===== config.mk =====
export PLATFORM = sky130hd
export DESIGN_NAME = aes_ram
export DESIGN_NICKNAME = d
export VERILOG_FILES = /design/src/sv/aes_block_cipher_assert.svh /design/src/sv/aes_ram.sv
export SDC_FILE = /design/constraint.sdc
export NUM_CORES = 2
export LEC_CHECK = 0
export BUFFER_PORTS_ARGS = -buffer_cell sky130_fd_sc_hd__buf_4
export CORE_MARGIN = 2
export CORE_UTILIZATION = 66
export CTS_CLUSTER_DIAMETER = 80
export DETAILED_ROUTE_END_ITERATION = 7
export PLACE_DENSITY = 0.88
export SYNTH_ARGS = -nofsm -noshare
export SYNTH_HDL_FRONTEND = slang
export SYNTH_SLANG_ARGS = --single-unit

===== constraint.sdc =====
create_clock -name clk_i -period 17.6 [get_ports clk_i]
set_clock_uncertainty 0.2 [all_clocks]
set_input_delay 2.64 -clock clk_i [delete_from_list [all_inputs] [get_ports clk_i]]
set_output_delay 2.64 -clock clk_i [all_outputs]
set_load 0.005 [all_outputs]

===== src/sv/aes_block_cipher_assert.svh =====
// ----------------------------------------------------------------------------
// aes block cipher assertion macros
// concurrent checks clocked on clk_i, disabled while rst_ni is low
// ----------------------------------------------------------------------------
`ifndef AES_BLOCK_CIPHER_ASSERT_SVH
`define AES_BLOCK_CIPHER_ASSERT_SVH

// same-cycle implication
`define AES_ASSERT_IMP(lbl, ante, cons) \
  lbl: assert property (@(posedge clk_i) disable iff (!rst_ni) (ante) |-> (cons)) \
    else $error("aes assertion failed");

// next-cycle implication
`define AES_ASSERT_NXT(lbl, ante, cons) \
  lbl: assert property (@(posedge clk_i) disable iff (!rst_ni) (ante) |=> (cons)) \
    else $error("aes assertion failed");

`endif


===== src/sv/aes_ram.sv =====
// ----------------------------------------------------------------------------
// aes ram
// generic one-write one-read memory with registered read data
// ----------------------------------------------------------------------------
module aes_ram #(
  parameter int unsigned Width = 128,
  parameter int unsigned Depth = 15
) (
  input  logic                     clk_i,
  input  logic                     we_i,
  input  logic [$clog2(Depth)-1:0] waddr_i,
  input  logic [Width-1:0]         wdata_i,
  input  logic [$clog2(Depth)-1:0] raddr_i,
  output logic [Width-1:0]         rdata_o
);

  logic [Width-1:0] mem_q [Depth];
  logic [Width-1:0] rdata_q;

  always_ff @(posedge clk_i) begin
    if (we_i) begin
      mem_q[waddr_i] <= wdata_i;
    end
    rdata_q <= mem_q[raddr_i];
  end

  assign rdata_o = rdata_q;

endmodule


After elaboration in Yosys (flattened, before gate mapping) --
Memory sizes are Yosys's and may differ from the RTL's. A register that Yosys moved wholly into a read port is not among the register bits. Cells that the tools add are included.
Word-level totals: bits in registers 0, RAM bits 1920, logic and storage cells 3, memories 1
Memory list:
- mem_q | words 15, width 128, rd ports 1, clocked after memory_dff 1, write ports 1, line aes_ram.sv:17 | logic [Width-1:0] mem_q [Depth];
Cells by class: muxes and demuxes 2
Operators by type and width (number):
- 1-bit two-way mux | 2

Logic depth before layout (Yosys ltp) --
depth after elaboration 2, depth in mapped cells 8, mapped depth without buffers 4

Worst setup path after synthesis --
Ideal clock, no wire load.
path type input -> register, start in waddr_i[2], end mem mem_q[0][0], enable pin, arrival time 11.793 ns, required time 16.626 ns, slack 4.833 ns, cell stages on the path 2, buffers on the path 0, path through or3b_2 nor3_1
RTL lines:
- start, declared | line aes_ram.sv:11 | input logic [$clog2(Depth)-1:0] waddr_i,
- end, declared | line aes_ram.sv:17
No word-level cell before the write port.

==> qor.yml <==
cp.arrival_ps: 7040
power.leakage_nw: 28.4
clock_latency_ps: 820
drt-total-wl_mm: 188
postCtsSetupBuffers: 0
start_kind: "input port"
whs_path_depth: 2
path_clk_slew_ps: 70
critPathMaxStageDelay_ps: 910
synth-edff-count: 1920
tightest_slew_ps: 1180
synth_fp_nets: 3820
start_util_pct: 66.3
rows: 124
critical_path_class: "input port to flip-flop"
num_vias: 39500
grt_pass1_wl_mm: 271
worst_r2r_endpoint: "rdata_o[13]"
final_nets: 4128
cp_data_required_time_ps: 18030
synth_seq_cells: 2048
initialDrtViolationCount: 6274
path_cells: "buf_8 -> buf_4 -> buf_4 -> buf_4 -> mux4_2 -> a22oi_1 -> o21ai_1"
fin_total_pwr_mw: 10.2
rsz0062_at_grt: "false"
cts-root-buf: "clkbuf_16"
drtAntennaViolNets: 0
hold_path_startpoint: "mem_q[14][109]"
yosysUniqueCellTypes: 31
hold_end: "rdata_o[109]"
yosys.area.top_type: "edfxtp_1"
fmaxAchievable_mhz: 151
die_w_um: 343
setup_viol: 0
drive_above_1_share_pct: 22.0
cts_tree: "done"
grt_max_degree: 139
post_drt_wl_per_cell_um: 33.0
yosys-top-cells-area: "edfxtp_1 76%, mux4_2 8.0%, mux2i_1 4.8%, dfxtp_1 3.4%, a22oi_1 1.3%"
min_period_ps: 6610
fin_setup_tns_ps: 0
synth_commonest_cells: "1,920 x edfxtp_1, 360 x mux2i_1, 268 x mux4_2"
synth_ff_type: "edfxtp_1"
worst_path_max_delay_cell: "buf_4"
synth.most_common_cell: "edfxtp_1"
cts_buffers: 191
io_pins: 266
fin_crit_sh_pct: 37.5
crit_buf_inv: 4
worst_path_dominant_cell_family: "buffers and inverters"
post_cts_resized: 0
synthArstFlopShare_pct: 0
worstSetupEndpointType: "flip-flop"
drv_cap: 0
ctsHoldBuffers: 0
die_y_um: 343
die_area_um2: 117000
dr.pass1.iters: 6
yosys_warnings: 0
place_hpwl_mm: 82.7
cellPowerDensity_nw_per_um2: 120
grt_pass1_vias: 40900
place_worst_setup_slack_ps: 10290
syn_area_per_cell_um2: 20.5
gr-total-overflow: 0
yosysSeqAreaShare_pct: 79.6
core-area_um2: 114000
io_buffer_count: 265
layout_setup_ws_ps: 10990
place.gp.congestion: 0.742
regToRegSetupSlack_ps: 15880
drc: 0
ir_drop_uv: 104
clockBufferDepth: 3
vias_per_cell: 6.95
hp-class: "flip-flop to flip-flop"
r2r_start: "mem_q[0][13]"
area_delta_synth_final_pct: 13.1
r2r_cells: 3
status: "completed"
cts_max_level: 4
cpMostUsedCell: "buf_4"
clock-sinks: 2048
hold_viol_final: 0
finalMaxSlewViolations: 0
syn_inst: 3682
synth_top_area_share_pct: 76.2
path_max_fanout: 88
track_usage_pct: 32.3
syn-cell-area_um2: 75700
max_slew_margin_pct: 21.1
antenna_found_initial: 24
registers in the layout, summed over array words and instances, names as in the netlist:
| register | flops |
|---|---|
| mem_q | 1920 |
| rdata_o | 128 |
through the flow:
stage	cells	hold WS (ps)	area, um^2	utilization, %
after floorplan	3682	320	75700	-
after detailed placement	5309	358	79100	69.4
after global routing	5681	404	85600	75.0
final	5688	368	85600	75.0
after CTS	5671	369	85500	75.0
after global placement	5309	332	79100	69.4
layout by cell type, fill, tap and decap left out, types with 2 or more instances in the layout:
master | netlist | layout
a21oi_1 | 12 | 12
a22oi_1 | 128 | 128
a31oi_1 | 116 | 116
buf_12 | 0 | 14
buf_4 | 50 | 305
buf_8 | 0 | 3
bufinv_16 | 0 | 17
clkbuf_1 | 69 | 46
clkbuf_16 | 0 | 192
clkbuf_8 | 0 | 21
clkinv_1 | 1 | 19
clkinv_2 | 0 | 34
clkinv_4 | 0 | 6
clkinv_8 | 0 | 2
clkinvlp_4 | 0 | 9
dfxtp_1 | 128 | 128
diode_2 | 0 | 17
edfxtp_1 | 1920 | 1920
inv_16 | 0 | 8
inv_6 | 0 | 8
mux2i_1 | 360 | 360
mux4_2 | 268 | 268
nand2_1 | 130 | 130
nand2b_1 | 122 | 120
nand3b_1 | 2 | 2
nor2_1 | 31 | 18
nor2_4 | 0 | 13
nor3_2 | 0 | 4
o211ai_1 | 12 | 12
o21ai_0 | 13 | 13
o21ai_1 | 103 | 103
o22ai_1 | 116 | 116
cells by family after synthesis:
logic type / after synthesis / synth area share, %
multiplexers: 628 / 12.7
flip-flops: 2048 / 79.6
AND/OR/NAND/NOR: 296 / 1.92
AO/OA/AOI/OAI: 500 / 4.15
buffers and inverters: 210 / 1.60
where the power goes:
group | switching, mW | total (mW) | leakage [nW] | internal [mW]
logic | 0.322 | 0.529 | 6.84 | 0.207
registers | 0.0561 | 5.51 | 18.4 | 5.45
clock network | 1.83 | 4.21 | 3.14 | 2.38
total | 2.21 | 10.2 | 28.4 | 8.03
layout make-up:
cell class	instances	area (um^2)
fillers	5594	28500
repair buffers	322	2620
diodes	17	42.5
flip-flops and latches	2048	60200
well taps	1512	1890
multi-input cells	1424	14400
clock buffers	259	5270
clock inverters	103	1160
inverters	3	18.8
worst max-delay path by stage:
stage / startpoint / end / slack (ps) / cells after the start
4_1_cts: raddr_i[0] / rdata_o[12] / 11050 / 7
3_3_place_gp: raddr_i[0] / rdata_o[28] / 10480 / 7
3_5_place_dp: raddr_i[0] / rdata_o[12] / 10290 / 7
2_1_floorplan: waddr_i[2] / mem_q[0][0] / 4830 / 2
5_1_grt: raddr_i[0] / rdata_o[12] / 10810 / 7
6_report: raddr_i[0] / rdata_o[12] / 10990 / 7
layer usage:
| layer | wire length [um] | track usage (%) | vias to the layer above |
|---|---|---|---|
| met5 | 150 | 0 | - |
| met4 | 7940 | 15.0 | 24 |
| met3 | 23000 | 7.16 | 551 |
| met2 | 92800 | 51.8 | 3151 |
| met1 | 63700 | 42.9 | 20100 |
| li1 | - | - | 15700 |
worst register-to-register path, cell delays in order, from the launching register on:
cell	delay (ps)
edfxtp_1	400
mux4_2	520
a22oi_1	260
o211ai_1	180
No activity file was read; power rests on OpenSTA's default activity.
