**config.mk**
```make
export PLATFORM = sky130hd
export DESIGN_NAME = aes_key_expand
export DESIGN_NICKNAME = d
export VERILOG_FILES = /design/src/sv/aes_block_cipher_assert.svh /design/src/sv/aes_pkg.sv /design/src/sv/aes_key_expand.sv
export SDC_FILE = /design/constraint.sdc
export NUM_CORES = 1
export LEC_CHECK = 0
export ABC_AREA = 1
export ABC_CLOCK_PERIOD_IN_PS = 15200
export BUFFER_PORTS_ARGS = -buffer_cell sky130_fd_sc_hd__buf_2
export CAP_MARGIN = 20
export CORE_MARGIN = 4
export CORE_UTILIZATION = 25
export CTS_BUF_LIST = sky130_fd_sc_hd__clkbuf_4 sky130_fd_sc_hd__clkbuf_8
export CTS_CLUSTER_SIZE = 30
export DETAILED_ROUTE_END_ITERATION = 8
export PLACE_DENSITY = 0.39
export SLEW_MARGIN = 20
export SYNTH_ARGS = -nofsm -noshare
export SYNTH_HDL_FRONTEND = slang
export SYNTH_SLANG_ARGS = --single-unit
export TNS_END_PERCENT = 30
```
**constraint.sdc**
```tcl
create_clock -name clk_i -period 15.2 [get_ports clk_i]
set_clock_uncertainty 0.15 [all_clocks]
set_input_delay 0 -clock clk_i [delete_from_list [all_inputs] [get_ports clk_i]]
set_output_delay 0 -clock clk_i [all_outputs]
set_load 0.03 [all_outputs]
```
**src/sv/aes_block_cipher_assert.svh**
```systemverilog
// ----------------------------------------------------------------------------
// aes block cipher assertion macros
// concurrent checks clocked on clk_i, disabled while rst_ni is low
// ----------------------------------------------------------------------------
`ifndef AES_BLOCK_CIPHER_ASSERT_SVH
`define AES_BLOCK_CIPHER_ASSERT_SVH

// same-cycle implication
`define AES_ASSERT_IMP(lbl, ante, cons) \
  lbl: assert property (@(posedge clk_i) disable iff (!rst_ni) (ante) |-> (cons)) \
    else $error("aes assertion failed");

// next-cycle implication
`define AES_ASSERT_NXT(lbl, ante, cons) \
  lbl: assert property (@(posedge clk_i) disable iff (!rst_ni) (ante) |=> (cons)) \
    else $error("aes assertion failed");

`endif

```
**src/sv/aes_pkg.sv**
```systemverilog
// ----------------------------------------------------------------------------
// aes package
// types, register codes, s-box tables and round functions
// ----------------------------------------------------------------------------
package aes_pkg;

  localparam int unsigned MAX_ROUNDS_DEF = 14;
  localparam int unsigned RND_W          = 4;
  localparam int unsigned BLK_W          = 128;
  localparam int unsigned KEY_W          = 256;
  localparam int unsigned CFG_IDX_W      = 3;
  localparam int unsigned CFG_DATA_W     = 64;

  localparam logic [CFG_IDX_W-1:0] REG_KEY_SIZE = 3'd0;
  localparam logic [CFG_IDX_W-1:0] REG_KEY_0    = 3'd1;
  localparam logic [CFG_IDX_W-1:0] REG_KEY_1    = 3'd2;
  localparam logic [CFG_IDX_W-1:0] REG_KEY_2    = 3'd3;
  localparam logic [CFG_IDX_W-1:0] REG_KEY_3    = 3'd4;

  localparam logic [1:0] KS_128 = 2'd0;
  localparam logic [1:0] KS_192 = 2'd1;

  typedef enum logic [2:0] {
    ST_IDLE,
    ST_EXPAND,
    ST_ISSUE,
    ST_WHITEN,
    ST_ROUND,
    ST_FINISH
  } ctrl_state_e;

  typedef enum logic [2:0] {
    DP_HOLD,
    DP_LOAD,
    DP_WHITEN,
    DP_ROUND,
    DP_LAST
  } dp_op_e;

  localparam logic [0:255][7:0] SBOX_FWD = {
    128'h637c777bf26b6fc53001672bfed7ab76, 128'hca82c97dfa5947f0add4a2af9ca472c0,
    128'hb7fd9326363ff7cc34a5e5f171d83115, 128'h04c723c31896059a071280e2eb27b275,
    128'h09832c1a1b6e5aa0523bd6b329e32f84, 128'h53d100ed20fcb15b6acbbe394a4c58cf,
    128'hd0efaafb434d338545f9027f503c9fa8, 128'h51a3408f929d38f5bcb6da2110fff3d2,
    128'hcd0c13ec5f974417c4a77e3d645d1973, 128'h60814fdc222a908846eeb814de5e0bdb,
    128'he0323a0a4906245cc2d3ac629195e479, 128'he7c8376d8dd54ea96c56f4ea657aae08,
    128'hba78252e1ca6b4c6e8dd741f4bbd8b8a, 128'h703eb5664803f60e613557b986c11d9e,
    128'he1f8981169d98e949b1e87e9ce5528df, 128'h8ca1890dbfe6426841992d0fb054bb16
  };

  localparam logic [0:255][7:0] SBOX_INV = {
    128'h52096ad53036a538bf40a39e81f3d7fb, 128'h7ce339829b2fff87348e4344c4dee9cb,
    128'h547b9432a6c2233dee4c950b42fac34e, 128'h082ea16628d924b2765ba2496d8bd125,
    128'h72f8f66486689816d4a45ccc5d65b692, 128'h6c704850fdedb9da5e154657a78d9d84,
    128'h90d8ab008cbcd30af7e45805b8b34506, 128'hd02c1e8fca3f0f02c1afbd0301138a6b,
    128'h3a9111414f67dcea97f2cfcef0b4e673, 128'h96ac7422e7ad3585e2f937e81c75df6e,
    128'h47f11a711d29c5896fb7620eaa18be1b, 128'hfc563e4bc6d279209adbc0fe78cd5af4,
    128'h1fdda8338807c731b11210592780ec5f, 128'h60517fa919b54a0d2de57a9f93c99cef,
    128'ha0e03b4dae2af5b0c8ebbb3c83539961, 128'h172b047eba77d626e169146355210c7d
  };

  function automatic logic [7:0] xtime(input logic [7:0] a);
    xtime = {a[6:0], 1'b0} ^ (a[7] ? 8'h1b : 8'h00);
  endfunction

  function automatic logic [31:0] sub_word(input logic [31:0] w);
    sub_word = {SBOX_FWD[w[31:24]], SBOX_FWD[w[23:16]], SBOX_FWD[w[15:8]], SBOX_FWD[w[7:0]]};
  endfunction

  function automatic logic [3:0] rounds_for(input logic [1:0] ks, input logic [3:0] max_rnd);
    logic [3:0] n;
    n = (ks == KS_128) ? 4'd10 : (ks == KS_192) ? 4'd12 : 4'd14;
    rounds_for = (n > max_rnd) ? max_rnd : n;
  endfunction

  function automatic logic [127:0] byte_sub(input logic [127:0] s, input logic inv);
    logic [127:0] o;
    for (int i = 0; i < 16; i++) begin
      o[127-8*i -: 8] = inv ? SBOX_INV[s[127-8*i -: 8]] : SBOX_FWD[s[127-8*i -: 8]];
    end
    byte_sub = o;
  endfunction

  function automatic logic [127:0] row_shift(input logic [127:0] s, input logic inv);
    logic [127:0] o;
    for (int r = 0; r < 4; r++) begin
      for (int c = 0; c < 4; c++) begin
        if (inv) begin
          o[127-8*(r+4*((c+r)%4)) -: 8] = s[127-8*(r+4*c) -: 8];
        end else begin
          o[127-8*(r+4*c) -: 8] = s[127-8*(r+4*((c+r)%4)) -: 8];
        end
      end
    end
    row_shift = o;
  endfunction

  function automatic logic [127:0] col_mix(input logic [127:0] s, input logic inv);
    logic [127:0] o;
    logic [3:0][7:0] a, x2, x4, x8;
    logic [3:0][7:0] m3, m9, m11, m13, m14;
    for (int c = 0; c < 4; c++) begin
      for (int k = 0; k < 4; k++) begin
        a[k]   = s[127-8*(4*c+k) -: 8];
        x2[k]  = xtime(a[k]);
        x4[k]  = xtime(x2[k]);
        x8[k]  = xtime(x4[k]);
        m3[k]  = x2[k] ^ a[k];
        m9[k]  = x8[k] ^ a[k];
        m11[k] = x8[k] ^ x2[k] ^ a[k];
        m13[k] = x8[k] ^ x4[k] ^ a[k];
        m14[k] = x8[k] ^ x4[k] ^ x2[k];
      end
      for (int r = 0; r < 4; r++) begin
        if (inv) begin
          o[127-8*(4*c+r) -: 8] = m14[r] ^ m11[(r+1)%4] ^ m13[(r+2)%4] ^ m9[(r+3)%4];
        end else begin
          o[127-8*(4*c+r) -: 8] = x2[r] ^ m3[(r+1)%4] ^ a[(r+2)%4] ^ a[(r+3)%4];
        end
      end
    end
    col_mix = o;
  endfunction

endpackage

```
**src/sv/aes_key_expand.sv**
```systemverilog
// ----------------------------------------------------------------------------
// aes key expansion
// one key word per cycle, packed four to a row into the round key memory
// ----------------------------------------------------------------------------
module aes_key_expand import aes_pkg::*; #(
  parameter int unsigned MaxRounds = MAX_ROUNDS_DEF,
  localparam int unsigned RowW     = $clog2(MaxRounds + 1),
  localparam int unsigned WordW    = $clog2(4 * (MaxRounds + 1))
) (
  input  logic             clk_i,
  input  logic             rst_ni,
  input  logic             start_i,
  input  logic [1:0]       key_size_i,
  input  logic [RND_W-1:0] rounds_i,
  input  logic [KEY_W-1:0] key_i,
  output logic             wr_en_o,
  output logic [RowW-1:0]  wr_addr_o,
  output logic [BLK_W-1:0] wr_data_o,
  output logic             done_o
);

  logic              busy_q, busy_d;
  logic [WordW-1:0]  idx_q, idx_d, last_q, last_d;
  logic [2:0]        phase_q, phase_d;
  logic [3:0]        nk_q, nk_d;
  logic [7:0]        rcon_q, rcon_d;
  logic [7:0][31:0]  win_q, win_d;
  logic [95:0]       row_q, row_d;
  logic [31:0]       word, tmp, back;

  always_comb begin
    tmp = win_q[0];
    if (phase_q == 3'd0) begin
      tmp = sub_word({win_q[0][23:0], win_q[0][31:24]}) ^ {rcon_q, 24'h0};
    end else if (nk_q == 4'd8 && phase_q == 3'd4) begin
      tmp = sub_word(win_q[0]);
    end
    unique case (nk_q)
      4'd4:    back = win_q[3];
      4'd6:    back = win_q[5];
      default: back = win_q[7];
    endcase
    if (idx_q < WordW'(nk_q)) begin
      word = key_i[KEY_W-1-32*idx_q[2:0] -: 32];
    end else begin
      word = back ^ tmp;
    end
  end

  always_comb begin
    busy_d  = busy_q;
    idx_d   = idx_q;
    last_d  = last_q;
    phase_d = phase_q;
    nk_d    = nk_q;
    rcon_d  = rcon_q;
    win_d   = win_q;
    row_d   = row_q;
    if (start_i) begin
      busy_d  = 1'b1;
      idx_d   = '0;
      phase_d = '0;
      rcon_d  = 8'h01;
      last_d  = WordW'({rounds_i, 2'b11});
      nk_d    = (key_size_i == KS_128) ? 4'd4 : (key_size_i == KS_192) ? 4'd6 : 4'd8;
    end else if (busy_q) begin
      idx_d   = idx_q + 1'b1;
      phase_d = (phase_q == 3'(nk_q - 4'd1)) ? 3'd0 : phase_q + 3'd1;
      win_d   = {win_q[6:0], word};
      row_d   = {row_q[63:0], word};
      if (idx_q >= WordW'(nk_q) && phase_q == 3'd0) begin
        rcon_d = xtime(rcon_q);
      end
      if (idx_q == last_q) begin
        busy_d = 1'b0;
      end
    end
  end

  always_ff @(posedge clk_i or negedge rst_ni) begin
    if (!rst_ni) begin
      busy_q <= 1'b0;
    end else begin
      busy_q <= busy_d;
    end
  end

  always_ff @(posedge clk_i) begin
    idx_q   <= idx_d;
    last_q  <= last_d;
    phase_q <= phase_d;
    nk_q    <= nk_d;
    rcon_q  <= rcon_d;
    win_q   <= win_d;
    row_q   <= row_d;
  end

  assign wr_en_o   = busy_q && (idx_q[1:0] == 2'b11);
  assign wr_addr_o = RowW'(idx_q >> 2);
  assign wr_data_o = {row_q, word};
  assign done_o    = busy_q && (idx_q == last_q);

endmodule

```
---- Word-level counts from Yosys, hierarchy flattened ----
Memories as Yosys holds them, arrays and structs flattened.
Index checks and enable logic that the tools add are counted.
storage, ports and cells
  bits of input ports ..................... 265
  memories kept ........................... 4
  register bits ........................... 378
  output and inout port bits .............. 134
  bits in read-only memories .............. 8,192
  logic and storage cells ................. 72
memories
  name              depth  width  rd ports  clocked after memory_dff  write ports  RTL line       text
  (name not given)  256    8      1         0                         0            aes_pkg.sv:67  sub_word = {SBOX_FWD[w[31:24]], SBOX_FWD[w[23:16]], SBOX_FWD[w[15:8]], SBOX_FWD[w[7:0]]};
  (name not given)  256    8      1         0                         0            aes_pkg.sv:67
  (name not given)  256    8      1         0                         0            aes_pkg.sv:67
  (name not given)  256    8      1         0                         0            aes_pkg.sv:67
operators by class
  $lt $le $gt $ge ......................... 6
  shifts and indexed selects .............. 1
  reductions and logical operators ........ 8
  $add $sub $neg .......................... 4
  bitwise logic cells ..................... 8
  eq/ne operators ......................... 8
  muxes and demuxes ....................... 18
operator list
  cell                   count
  $shiftx A287 B33 Y32   1
  $mux W32               3
  $mux W8                8
  $pmux W32 S2           1
  $xor A32 B32 Y32       2
  $ge A9 B9 Y1 const B   4
  $not A8 Y9             4
  $sub A8 B8 Y9 const A  1
  $eq A4 B3 Y1 const B   2
  $xor A8 B5 Y8          1
  $add A6 B1 Y6 const B  1
  $eq A6 B6 Y1           1
  $ge A6 B4 Y1           1
  $lt A6 B4 Y1           1
  $mux W5                1
  $eq A4 B4 Y1 const B   1
  $logic_and A1 B1 Y1    4
  $mux W4                1
  $reduce_and A2 Y1      2
  $add A3 B1 Y3 const B  1
  $eq A3 B3 Y1           1
  $eq A3 B3 Y1 const B   1
  $logic_not A3 Y1       1
  $mux W1                3
  6 further kinds        6

---- Longest topological paths before layout ----
  word-level depth ........................ 8
  mapped depth ............................ 21
  gate-level depth less buffers ........... 19

---- Least setup slack after synthesis ----
Ideal clock, no wire load.
  path kind ............................... reg-to-reg
  from .................................... register busy_q
  to ...................................... register row_q[31], enable pin
  buffers on the path ..................... 0
  setup slack ............................. 2.919 ns
  required time ........................... 14.171 ns
  period minus slack after synthesis ...... 12.281 ns
  stages on the path, launching flop included .. 3
  arrival ................................. 11.253 ns
  library setup time ...................... 0.879 ns
  cells stage by stage .................... dfrtp_1 > clkinv_1 > nor2_1
on the way
  word-level cells in the longest chain between the ends .. 1
RTL lines
  item                                RTL line              text
  start, declared                     aes_key_expand.sv:22  logic busy_q, busy_d;
  start signal, assigned              aes_key_expand.sv:84  busy_q <= busy_d;
  $reduce_and A2 Y1 (no source line)  n/a
  end signal, assigned                aes_key_expand.sv:95  row_q <= row_d;
  end, declared                       aes_key_expand.sv:28  logic [95:0] row_q, row_d;
No other way between the ends.
A chain may end at the register's enable or synchronous reset.

---- Worst setup path after layout ----
  from .................................... register win_q[17] (netlist bit)
  to ...................................... output wr_data_o[26]
on the way
  word-level cells in the longest chain between the ends .. 8
RTL lines
  item                              RTL line              text
  start, declared                   aes_key_expand.sv:27  logic [7:0][31:0] win_q, win_d;
  start signal, assigned            aes_key_expand.sv:94  win_q <= win_d;
  $not A8 Y9 (implied by the code)  aes_pkg.sv:67
  $mem_v2 Z256 W8                   n/a
  $mux W8 (2 in series)             n/a
  $xor A32 B32 Y32                  aes_key_expand.sv:34  tmp = sub_word({win_q[0][23:0], win_q[0][31:24]}) ^ {rcon_q, 24'h0};
  $mux W32                          aes_key_expand.sv:33  if (phase_q == 3'd0) begin
  $xor A32 B32 Y32                  aes_key_expand.sv:46  word = back ^ tmp;
  $mux W32                          aes_key_expand.sv:43  if (idx_q < WordW'(nk_q)) begin
  end, declared                     aes_key_expand.sv:18  output logic [BLK_W-1:0] wr_data_o,
No other way between the ends. The select of a mux whose other input is x is not followed.

==> metrics.cfg <==
[yosys]
yosys_warnings=0
syn-num-nets=4078
ys_ff_latch=281
avgSynthCellArea_um2=6.70
netlist.top_cell.by_area=edfxtp_1
synth.distinct_cells=39
syn_inst=3744
syn_area_um2=25100
synth_area_leaders=edfxtp_1 (31%), nand3_1 (18%), nand2_1 (14%)
ys_seq_area_share_pct=32.9
synth_top_area_share_pct=31.5

[power_and_ir_drop]
p_sw_w=0.00193
seqPwrFrac_pct=25.7
p_clk_share_pct=19.9
p_int_w=0.00191
power_per_cell_area_nw_per_um2=133
pwr-share-comb_pct=54.3
cellLeakagePower_nw=12.7
max-vdd-ir-drop_mv=0.0546
swShare_pct=50.2

[grt]
track_usage_pct=24.4
grt_start_max_net_pins=83
grt_overflow_total=0
grt_pass1_vias=27751
grt_pass1_wl_mm=195
antenna_found_initial=5

[cells_and_area]
drive_gt1_share_pct=15.1
design_area_um2=28900
synthToLayoutAreaGrowth_pct=15.0
nNetsFinal=4281
n_fill_cell=11175
fin_util_pct=29.2

[detailed_routing]
drtIter0Drc=4134
routedWlPerCell_um=25.7
firstDrtPassIters=6
viasPerCell=5.51
drtAntennaViolNets=0
vias=29036
totalWireLength_mm=136
drc=0

[floorplan]
die_h_um=325
fp.coreArea_um2=99000
start_util_pct=25.4
num_io_pins=399
die_area_um2=106000
die_w_um=325
placement_rows=115

[clock_network]
clk_pin_slew_ns=0.06
cts_buffers=50
cts_root_buf=clkbuf_8
cts_tree=built
clock_tree.buffer_depth=3
postCtsSetupBuffers=0
postCtsHoldBufs=59
clk_latency_ns=0.64
h-tree-depth=2
clock_sinks=281
cts_resized=0

[worst_setup_path]
rrSetupSlack_ns=10.81
r2r_start=win_q[17]$_DFFE_PP_
worstPathMaxFanout=15
path_buf_inv=2
crit_arrival_ns=4.87
r2r-end=win_q[26]$_DFFE_PP_
crit_slowest_cell=edfxtp_1
criticalPathCategory=register to output pin
cp-end-kind=output pin
startpoint_type=register
slowest_delay_ns=0.94
critPathTopFamily=simple AND/OR/NAND/NOR gates
reg2regPathDepth=15
worstPathCellList=inv_2 -> ha_1 -> nor2_1 -> nor2_1 -> nand2_1 -> nand3_1 -> nand3_1 -> nand3_1 -> nand3_1 -> nand3_1 -> nand3_1 -> nand3_1 -> nand3_1 -> nand2_1 -> buf_2
crit_start=win_q[17]$_DFFE_PP_
required_ns=15.05
crit_cells=15
worst_path_most_repeated_cell=nand3_1
critical_path.endpoint=wr_data_o[26]

[timing]
clock.fmax_mhz=199
worst_slew_pin_slew_ns=1.12
max_slew_margin_pct=25.4
worst_slack_ns=10.18
fin_setup_tns_ns=0
hold_viol_final=0
hold_ws_ns=0.0321
rsz0062_at_grt=no
finalSetupViolCount=0
min_period_over_period_pct=33.0
slew_violations=0
layout_min_cycle_time_ns=5.02

[placed_design]
port_buffers=398
place_congestion=0.952
dpl_worst_slack_ns=10.97
hpwl_mm=97.2
dpl-instance-area_um2=27200

[status]
status=completed

[worst_hold_path]
min-delay-path-class=input port to register

[run]
max-cap-violations=0

==> final cells by class <==
| class | count | area, um^2 | share of cell area [%] |
|---|---|---|---|
| inverter | 193 | 732 | 2.54 |
| multi-input combinational | 2904 | 14200 | 49.0 |
| timing repair buffer | 517 | 3030 | 10.5 |
| clock buffer | 83 | 980 | 3.39 |
| antenna | 3 | 7.51 | 0.0260 |
| sequential | 281 | 8270 | 28.6 |
| tap | 1287 | 1610 | 5.58 |
| clock inverter | 6 | 78.8 | 0.273 |
==> power groups by stage <==
stage	sequential [W]	combinational [W]	clock [W]
final	0.000987	0.00208	0.000764
after global routing	0.000995	0.00224	0.000830
after CTS	0.000988	0.00204	0.000794
after detailed placement	0.00100	0.00201	0
after global placement	0.00100	0.00205	0
after floorplan	0.000992	0.00132	0
==> synthesized netlist by cell type <==
| master | number |
|---|---|
| nand4_1 | 20 |
| buf_4 | 113 |
| and2_1 | 1 |
| a21oi_2 | 1 |
| nor3_1 | 6 |
| o221ai_1 | 35 |
| edfxtp_1 | 263 |
| inv_4 | 2 |
| nor4_1 | 1 |
| dfrtp_1 | 1 |
| nor2_2 | 13 |
| inv_2 | 13 |
| a221oi_1 | 1 |
| buf_2 | 85 |
| ha_1 | 69 |
| or2_2 | 1 |
| buf_6 | 9 |
| clkbuf_2 | 1 |
| inv_1 | 171 |
| o211ai_1 | 106 |
| clkbuf_1 | 127 |
| nand2_1 | 908 |
| o2111ai_1 | 4 |
| o22ai_1 | 32 |
| o311ai_1 | 1 |
| a31oi_1 | 6 |
| nand2_2 | 14 |
| clkinv_1 | 7 |
| dfxtp_1 | 17 |
| nand3b_1 | 19 |
| o21ai_0 | 256 |
| a211oi_1 | 2 |
| buf_1 | 31 |
| xor2_1 | 4 |
| o21ai_1 | 26 |
| nor2_1 | 310 |
| nand3_1 | 892 |
| a21oi_1 | 174 |
| and3_1 | 2 |
==> cell usage in the layout, fill, tap and decap left out, types with 10 or more instances in the layout <==
cell           instances
a21oi_1              174
inv_2                 18
dfxtp_1               14
nor2_1               309
clkbuf_8              57
o22ai_1               32
ha_1                  67
clkinv_1              10
nand4_1               20
clkbuf_4              26
nor2_2                13
nand2_2               14
dlygate4sd3_1         59
nand3b_1              19
buf_2                398
buf_4                 60
o221ai_1              34
nand3_1              892
o21ai_1               25
o211ai_1             106
nand2_1              908
inv_1                165
edfxtp_1             263
o21ai_0              256
==> routing by layer <==
metal	global-route usage [%]	vias to the layer above	wire length (um)
li1	-	13302	-
met3	5.37	277	12700
met2	37.8	1648	59200
met1	33.2	13809	58300
met5	0	-	0
met4	8.98	0	5530
==> how the worst min path moves through the flow <==
stage	startpoint	end	slack, ns	cells after the start
CTS	key_size_i[1]	nk_q[3]$_SDFFCE_PN0P_	0.002	2
finish	key_i[18]	win_q[18]$_DFFE_PP_	0.03	5
floorplan	rst_ni	busy_q$_DFF_PN0_	-0.45	0
global placement	rst_ni	busy_q$_DFF_PN0_	-0.35	1
global route	rst_ni	busy_q$_DFF_PN0_	0.04	3
detailed placement	rst_ni	busy_q$_DFF_PN0_	-0.35	1
==> worst min-delay path, cell delays in order <==
cell and delay (ns):
buf_2 0.07, nor2_1 0.03, o22ai_1 0.17, o211ai_1 0.18
nand2_1 0.21
==> cell families (layout without fill, tap and decap cells) <==
family | after synthesis | after routing | share of synthesized area [%]
AO/OA/AOI/OAI | 644 | 644 | 14.7
XOR/XNOR | 4 | 4 | 0.140
adder cells (fa/ha/maj) | 69 | 69 | 3.44
buffers and inverters | 559 | 799 | 10.8
flip-flops | 281 | 281 | 32.9
other | 0 | 3 | 0
AND/OR/NAND/NOR | 2187 | 2187 | 38.0
==> per-stage QoR <==
| stage | total power, W | instances |
|---|---|---|
| after global placement | 0.00305 | 5123 |
| after detailed placement | 0.00301 | 5123 |
| after CTS | 0.00382 | 5271 |
| final | 0.00384 | 5274 |
| after global routing | 0.00406 | 5273 |
| after floorplan | 0.00232 | 3744 |
==> sequential cells by signal (all words and copies together) (netlist names) <==
name,cells
busy_q,1
idx_q,6
last_q,4
nk_q,3
phase_q,3
rcon_q,8
row_q,2
win_q,254
No activity file was read; power rests on OpenSTA's default activity.
